### src/sv/tt_pkg.sv
// shared types and constants for the trickle timer unit
package tt_pkg;

    localparam int TIME_BITS  = 32;
    localparam int COUNT_BITS = 16;

    typedef enum logic [2:0] {
        OP_TICK         = 3'd0,
        OP_EQUIVALENT   = 3'd1,
        OP_LOCAL_NEWER  = 3'd2,
        OP_REMOTE_NEWER = 3'd3,
        OP_INCOMPARABLE = 3'd4,
        OP_RESTART      = 3'd5
    } opcode_t;

    typedef enum logic [1:0] {
        CFG_MIN_INTERVAL   = 2'd0,
        CFG_MAX_INTERVAL   = 2'd1,
        CFG_REDUNDANCY_THR = 2'd2
    } cfg_index_t;

    localparam logic [31:0] MIN_INTERVAL_RST   = 32'd100;
    localparam logic [31:0] MAX_INTERVAL_RST   = 32'd65536;
    localparam logic [15:0] REDUNDANCY_THR_RST = 16'd3;

    typedef struct packed {
        logic [31:0] min_interval;
        logic [31:0] max_interval;
        logic [15:0] redundancy_threshold;
    } cfg_t;

    typedef struct packed {
        logic        summary_tx;
        logic        update_tx;
        logic        summary_suppressed;
        logic        interval_started;
        logic [31:0] interval_length;
        logic [15:0] heard_consistent;
    } result_t;

endpackage

### src/sv/tt_cfg.sv
// configuration register file of the trickle timer unit
module tt_cfg
    import tt_pkg::*;
(
    input  logic        aclk,
    input  logic        aresetn,
    input  logic        cfg_valid,
    output logic        cfg_ready,
    input  logic [1:0]  cfg_index,
    input  logic [31:0] cfg_data,
    output cfg_t        cfg
);

    cfg_t cfg_reg;
    cfg_t cfg_next;

    assign cfg_ready = 1'b1;
    assign cfg     = cfg_reg;

    always_comb begin
        cfg_next = cfg_reg;
        if (cfg_valid && cfg_ready) begin
            unique case (cfg_index_t'(cfg_index))
                CFG_MIN_INTERVAL:   cfg_next.min_interval         = cfg_data;
                CFG_MAX_INTERVAL:   cfg_next.max_interval         = cfg_data;
                CFG_REDUNDANCY_THR: cfg_next.redundancy_threshold = cfg_data[15:0];
                default:            cfg_next = cfg_reg;
            endcase
        end
    end

    always_ff @(posedge aclk) begin
        if (!aresetn) begin
            cfg_reg.min_interval         <= MIN_INTERVAL_RST;
            cfg_reg.max_interval         <= MAX_INTERVAL_RST;
            cfg_reg.redundancy_threshold <= REDUNDANCY_THR_RST;
        end else begin
            cfg_reg <= cfg_next;
        end
    end

endmodule

### src/sv/tt_core.sv
// trickle timer state and single-pass update logic
module tt_core
    import tt_pkg::*;
(
    input  logic        aclk,
    input  logic        aresetn,
    input  logic        step,
    input  logic [2:0]  opcode,
    input  logic [31:0] random_value,
    input  cfg_t        cfg,
    output result_t     result
);

    localparam int LW = (TIME_BITS > 32) ? TIME_BITS + 1 : 33;
    localparam int CW = (COUNT_BITS > 16) ? COUNT_BITS : 16;
    localparam logic [TIME_BITS-1:0]  TIME_MAX  = '1;
    localparam logic [COUNT_BITS-1:0] COUNT_MAX = '1;

    logic                  running_reg,  running_next;
    logic [TIME_BITS-1:0]  elapsed_reg,  elapsed_next;
    logic [TIME_BITS-1:0]  interval_reg, interval_next;
    logic [TIME_BITS-1:0]  tpoint_reg,   tpoint_next;
    logic                  done_reg,     done_next;
    logic [COUNT_BITS-1:0] count_reg,    count_next;

    logic [TIME_BITS-1:0] elapsed_inc;
    logic [LW-1:0]        cur_w, max_w, min_w, dbl_w;
    logic [LW-1:0]        len_raw, len_nz, len_sat, half;
    logic [31:0]          span;
    logic [63:0]          prod;
    logic [TIME_BITS-1:0] tpoint_new;
    logic                 start, use_min, fire;
    logic                 f_sum, f_upd, f_sup;

    // interval length for the next interval, then transmit point placement
    always_comb begin
        cur_w = LW'(interval_reg);
        max_w = LW'(cfg.max_interval);
        min_w = LW'(cfg.min_interval);
        if (cur_w > (max_w >> 1)) begin
            dbl_w = max_w;
        end else if ((cur_w << 1) > max_w) begin
            dbl_w = max_w;
        end else begin
            dbl_w = cur_w << 1;
        end
        len_raw    = use_min ? min_w : dbl_w;
        len_nz     = (len_raw == '0) ? LW'(1) : len_raw;
        len_sat    = (len_nz > LW'(TIME_MAX)) ? LW'(TIME_MAX) : len_nz;
        half       = len_sat >> 1;
        span       = 32'(len_sat - half);
        prod       = random_value * span;
        tpoint_new = TIME_BITS'(half + LW'(prod[63:32]));
    end

    always_comb begin
        elapsed_inc = (elapsed_reg == TIME_MAX) ? elapsed_reg : elapsed_reg + 1'b1;

        running_next  = running_reg;
        elapsed_next  = elapsed_reg;
        interval_next = interval_reg;
        tpoint_next   = tpoint_reg;
        done_next     = done_reg;
        count_next    = count_reg;
        start         = 1'b0;
        use_min       = 1'b1;
        f_sum         = 1'b0;
        f_upd         = 1'b0;
        f_sup         = 1'b0;

        if (opcode == OP_RESTART) begin
            running_next = 1'b1;
            start        = 1'b1;
        end else if (running_reg) begin
            unique case (opcode_t'(opcode))
                OP_TICK: begin
                    elapsed_next = elapsed_inc;
                    if (elapsed_inc >= interval_reg) begin
                        start   = 1'b1;
                        use_min = 1'b0;
                    end
                end
                OP_EQUIVALENT: begin
                    if (count_reg != COUNT_MAX) begin
                        count_next = count_reg + 1'b1;
                    end
                end
                OP_LOCAL_NEWER: begin
                    f_upd = 1'b1;
                end
                OP_REMOTE_NEWER: begin
                    start = 1'b1;
                    f_sum = 1'b1;
                end
                OP_INCOMPARABLE: begin
                    f_upd = 1'b1;
                    start = 1'b1;
                    f_sum = 1'b1;
                end
                default: begin
                end
            endcase
        end

        if (start) begin
            interval_next = TIME_BITS'(len_sat);
            elapsed_next  = '0;
            tpoint_next   = tpoint_new;
            done_next     = 1'b0;
            count_next    = '0;
        end

        // a fresh interval has its transmit point at zero only for length one
        fire = running_next && !done_next &&
               (start ? (len_sat == LW'(1)) : (elapsed_next >= tpoint_reg));
        if (fire) begin
            done_next = 1'b1;
            if (CW'(count_next) < CW'(cfg.redundancy_threshold)) begin
                f_sum = 1'b1;
            end else begin
                f_sup = 1'b1;
            end
        end

        result.summary_tx         = f_sum;
        result.update_tx          = f_upd;
        result.summary_suppressed = f_sup;
        result.interval_started   = start;
        result.interval_length    = 32'(interval_next);
        result.heard_consistent   = 16'(count_next);
    end

    always_ff @(posedge aclk) begin
        if (!aresetn) begin
            running_reg  <= 1'b0;
            elapsed_reg  <= '0;
            interval_reg <= '0;
            tpoint_reg   <= '0;
            done_reg     <= 1'b0;
            count_reg    <= '0;
        end else if (step) begin
            running_reg  <= running_next;
            elapsed_reg  <= elapsed_next;
            interval_reg <= interval_next;
            tpoint_reg   <= tpoint_next;
            done_reg     <= done_next;
            count_reg    <= count_next;
        end
    end

    a_running_len: assert property (@(posedge aclk) disable iff (!aresetn)
        running_reg |-> interval_reg != '0)
        else $error("running timer with zero interval");

    a_idle_clear: assert property (@(posedge aclk) disable iff (!aresetn)
        !running_reg |-> (elapsed_reg == '0 && count_reg == '0 && !done_reg))
        else $error("idle timer holds stale state");

    a_restart_runs: assert property (@(posedge aclk) disable iff (!aresetn)
        (step && opcode == OP_RESTART) |=> running_reg)
        else $error("restart did not start the timer");

endmodule

### src/sv/trickle_timer_unit.sv
// trickle timer unit top level: input stage, timer core, result register
// an accepted transaction waits in the input stage, then its core result is registered
// throughput: one transaction per cycle while m_ready is high; the input stage takes
// one more item while a finished result waits on the result register
// reset: synchronous active-low aresetn clears both stages and the timer,
// which stays idle until a restart; configuration returns to its defaults
module trickle_timer_unit
    import tt_pkg::*;
(
    input  logic        aclk,
    input  logic        aresetn,
    input  logic        s_valid,
    output logic        s_ready,
    input  logic [2:0]  s_opcode,
    input  logic [31:0] s_random_value,
    output logic        m_valid,
    input  logic        m_ready,
    output logic        m_summary_tx,
    output logic        m_update_tx,
    output logic        m_summary_suppressed,
    output logic        m_interval_started,
    output logic [31:0] m_interval_length,
    output logic [15:0] m_heard_consistent,
    input  logic        cfg_valid,
    output logic        cfg_ready,
    input  logic [1:0]  cfg_index,
    input  logic [31:0] cfg_data
);

    cfg_t    cfg;
    result_t core_result;

    logic        in_valid_reg, in_valid_next;
    logic [2:0]  in_opcode_reg;
    logic [31:0] in_random_reg;
    logic        out_valid_reg, out_valid_next;
    result_t     out_result_reg;
    logic        out_free, advance, in_take;

    tt_cfg u_cfg (
        .aclk      (aclk),
        .aresetn   (aresetn),
        .cfg_valid (cfg_valid),
        .cfg_ready (cfg_ready),
        .cfg_index (cfg_index),
        .cfg_data  (cfg_data),
        .cfg       (cfg)
    );

    tt_core u_core (
        .aclk         (aclk),
        .aresetn      (aresetn),
        .step         (advance),
        .opcode       (in_opcode_reg),
        .random_value (in_random_reg),
        .cfg          (cfg),
        .result       (core_result)
    );

    assign out_free = !out_valid_reg || m_ready;
    assign advance  = in_valid_reg && out_free;
    assign s_ready  = !in_valid_reg || advance;
    assign in_take  = s_valid && s_ready;

    always_comb begin
        priority if (in_take) begin
            in_valid_next = 1'b1;
        end else if (advance) begin
            in_valid_next = 1'b0;
        end else begin
            in_valid_next = in_valid_reg;
        end
        priority if (advance) begin
            out_valid_next = 1'b1;
        end else if (m_ready) begin
            out_valid_next = 1'b0;
        end else begin
            out_valid_next = out_valid_reg;
        end
    end

    always_ff @(posedge aclk) begin
        if (!aresetn) begin
            in_valid_reg  <= 1'b0;
            out_valid_reg <= 1'b0;
        end else begin
            in_valid_reg  <= in_valid_next;
            out_valid_reg <= out_valid_next;
        end
    end

    always_ff @(posedge aclk) begin
        if (in_take) begin
            in_opcode_reg <= s_opcode;
            in_random_reg <= s_random_value;
        end
        if (advance) begin
            out_result_reg <= core_result;
        end
    end

    assign m_valid              = out_valid_reg;
    assign m_summary_tx         = out_result_reg.summary_tx;
    assign m_update_tx          = out_result_reg.update_tx;
    assign m_summary_suppressed = out_result_reg.summary_suppressed;
    assign m_interval_started   = out_result_reg.interval_started;
    assign m_interval_length    = out_result_reg.interval_length;
    assign m_heard_consistent   = out_result_reg.heard_consistent;

    a_advance_fills: assert property (@(posedge aclk) disable iff (!aresetn)
        advance |=> out_valid_reg)
        else $error("advanced transaction missing from result register");

    a_no_overwrite: assert property (@(posedge aclk) disable iff (!aresetn)
        (out_valid_reg && !m_ready) |-> !advance)
        else $error("pending result overwritten");

    a_hold_input: assert property (@(posedge aclk) disable iff (!aresetn)
        (in_valid_reg && !advance) |-> !in_take)
        else $error("input stage overwritten while held");

endmodule

### config.mk
export PLATFORM = sky130hd
export DESIGN_NAME = trickle_timer_unit
export DESIGN_NICKNAME = d
export VERILOG_FILES = /design/src/sv/tt_pkg.sv /design/src/sv/tt_cfg.sv /design/src/sv/tt_core.sv /design/src/sv/trickle_timer_unit.sv
export SDC_FILE = /design/constraint.sdc
export NUM_CORES = 2
export LEC_CHECK = 0
export BUFFER_PORTS_ARGS = -buffer_cell sky130_fd_sc_hd__buf_2
export CELL_PAD_IN_SITES_DETAIL_PLACEMENT = 0
export CELL_PAD_IN_SITES_GLOBAL_PLACEMENT = 1
export CORE_MARGIN = 1.5
export CORE_UTILIZATION = 35
export DETAILED_ROUTE_END_ITERATION = 8
export PLACE_DENSITY = 0.66
export SETUP_SLACK_MARGIN = 0.4
export SYNTH_ARGS = -nofsm -noshare
export SYNTH_HDL_FRONTEND = slang
export SYNTH_HIERARCHICAL = 1
export SYNTH_SLANG_ARGS = --single-unit
### constraint.sdc
create_clock -name aclk -period 35.2 [get_ports aclk]
set_input_delay 7.04 -clock aclk [delete_from_list [all_inputs] [get_ports aclk]]
set_output_delay 7.04 -clock aclk [all_outputs]
set_load 0.05 [all_outputs]
==> results_dict.tcl <==
set metrics [dict create \
    track_usage 0.228 \
    port_buffers 127 \
    crit_buf_inv 6 \
    ys.flop_type "dfxtp_1" \
    grt-ovfl-total 0 \
    hold_start "u_cfg/cfg[52]" \
    vias 41019 \
    yosys.area_share.simple 0.184 \
    status "finished, final reports clean" \
    boundaryPins 129 \
    coreArea_um2 148000 \
    drc 0 \
    rsz0062_at_grt "false" \
    finalCritPeriodShare 0.582 \
    setup.worst_path.class "flip-flop to flip-flop" \
    syn_nets 7410 \
    via_per_inst 5.23 \
    reg2reg_to "u_core/tpoint_reg[23]" \
    cts_setup_buffers 0 \
    hold_path_depth 2 \
    start_util 0.354 \
    syn_inst 5987 \
    yosys.area_share.adder 0.451 \
    synth_compound_area_frac 0.0825 \
    crit_slowest_cell "a311oi_1" \
    fin_skew_ns 0.0352 \
    mostFrequentLayoutCells "1104 x inv_1, 906 x nand2_1, 897 x fa_1" \
    drive_gt1_frac 0.0661 \
    syn2layout_area_growth_pct 7.37 \
    synth_top_family_by_area "adder cells" \
    place_hpwl_um 129000 \
    synth.distinct_cells 87 \
    cts_resized 0 \
    hold_buffers 0 \
    syn_area_per_cell_um2 8.74 \
    dr.pass1.iters 7 \
    largest_reg_flops 80 \
    ys_seq_area_frac 0.125 \
    clock_path_buffers 3 \
    finalSetupTns_ns 0 \
    layout.nets 7313 \
    cts_sinks 283 \
    antenna_found_initial 10 \
    hold_viol_final 0 \
    crit_arrival_ns 20.98 \
    die-area_um2 152000 \
    start_kind "flip-flop" \
    slew_violations 0 \
    max_freq_mhz 48.8 \
    cts_buffers 31 \
    slew_headroom 0.281 \
    rows 141 \
    grt_pass1_wl_um 264000 \
    rr_worst_depth 66 \
    final-setup-viol-count 0 \
    globalplace.congestion 0.915 \
    worstPathRequired_ns 35.70 \
    crit_cells 66 \
    path_max_fanout 34 \
    chipHeight_um 390 \
    htreeDepth 1 \
    final_common_cell "inv_1" \
    yosys_warnings 6 \
    synth_edf_count 87 \
    cp_common_cell "fa_1" \
    critical_path.top_delay_family "compound AO/OA/AOI/OAI gates" \
    wl_per_cell_um 21.9 \
    routed_wl_um 172000 \
    ys_seq_elements 283 \
    fin_crit_ns 20.49 \
    synth-async-reset-ratio 0 \
    hold_class "flip-flop to flip-flop" \
    grt_max_degree 107 \
    max_cap_viol_count 0 \
    die_w_um 390 \
    endpoint_kind "flip-flop" \
    slowest_delay_ns 0.90 \
    n_fill_cell 15037 \
    synth-xor-area-share 0.0258 \
    clock_latency_ns 0.64 \
    hold-path-endpoint "u_cfg/cfg[52]" \
    worst_slew_pin_slew_ns 1.08 \
    cts.clk_slew.worst_paths_ns 0.07 \
    synth_area_um2 52300 \
    grt_pass1_vias 42350 \
    synthMuxAreaShare 0.0223 \
    r2r_start "u_core/elapsed_reg[3]" \
    ant_nets 0 \
    reg2reg_slack_ns 14.71 \
    cts_tree "built" \
    drt_iter0_drc 2794 \
    cts-root-buf "clkbuf_16" \
]
-- synth_stat cells (32+ instances only) --
library cell     n  area, µm²
a21boi_0        49        368
a21o_1          73        548
a21oi_1        120        601
a31oi_1         71        444
and2_1         354       2210
and3_1          35        219
buf_2           36        180
clkbuf_1       316       1190
dfxtp_1        196       3920
edfxtp_1        87       2610
fa_1           897      18000
ha_1           452       5660
inv_1         1104       4140
mux2i_1        115       1150
nand2_1        907       3400
nand2b_1        32        200
nand3_1         97        485
nand4_1         94        588
nor2_1         143        537
nor2b_1         69        432
nor3_1          80        400
o21ai_0        117        586
xnor2_1         94        823
xor2_1          60        526
-- logic make-up after synthesis --
logic type / Yosys count
other: 1
multiplexers: 116
AND/OR/NAND/NOR: 1953
buffers and inverters: 1489
adder cells (fa/ha/maj): 1349
AO/OA/AOI/OAI: 642
XOR/XNOR: 154
flip-flops: 283
-- stage by stage --
step / utilization / instances / area, µm² / worst slack, ns / hold slack, ns
finish: 0.380 / 7846 / 56200 / 14.71 / 0.462
global placement: 0.372 / 7787 / 55100 / 14.98 / 0.446
global route: 0.380 / 7846 / 56200 / 13.57 / 0.469
detailed placement: 0.372 / 7787 / 55100 / 14.64 / 0.449
CTS: 0.380 / 7845 / 56200 / 14.52 / 0.460
floorplan: - / 5987 / 52300 / 18.65 / 0.430
-- worst max path at each step --
stage	end	slack [ns]	start
floorplan	u_core/tpoint_reg[23]	18.65	u_core/elapsed_reg[12]
global placement	u_core/tpoint_reg[23]	14.98	u_core/elapsed_reg[3]
detailed placement	u_core/tpoint_reg[23]	14.64	u_core/elapsed_reg[3]
CTS	u_core/tpoint_reg[23]	14.52	u_core/elapsed_reg[3]
global route	u_core/tpoint_reg[23]	13.57	u_core/elapsed_reg[3]
finish	u_core/tpoint_reg[23]	14.71	u_core/elapsed_reg[3]
-- metal layers --
layer  GRT usage  up-vias  wire [µm]
met4      0.0582        2       5220
met5           0        -         13
met1       0.305    20944      74200
met3      0.0266      247       9590
met2       0.390     1213      82900
li1            -    18613          -
-- area by class of cell --
type | instances | area (µm²) | area share
repair buffers | 254 | 1600 | 0.0284
clock buffers | 37 | 851 | 0.0151
multi-input cells | 4215 | 40400 | 0.719
clock inverters | 21 | 259 | 0.00461
diodes | 1 | 2.50 | 0.0000445
inverters | 1105 | 4150 | 0.0738
flip-flops and latches | 283 | 6540 | 0.116
well taps | 1930 | 2410 | 0.0430
-- worst register-to-register path: cells and delay by family, from the launching register on --
family / cells / cell delay [ns]
AO/OA/AOI/OAI: 27 / 7.98
flip-flops: 1 / 0.50
adder cells (fa/ha/maj): 13 / 5.59
AND/OR/NAND/NOR: 16 / 4.44
XOR/XNOR: 4 / 0.80
buffers and inverters: 6 / 1.05
Power is not shown: default switching activity piles up to over one toggle a cycle in this logic, so the estimate is an artifact.
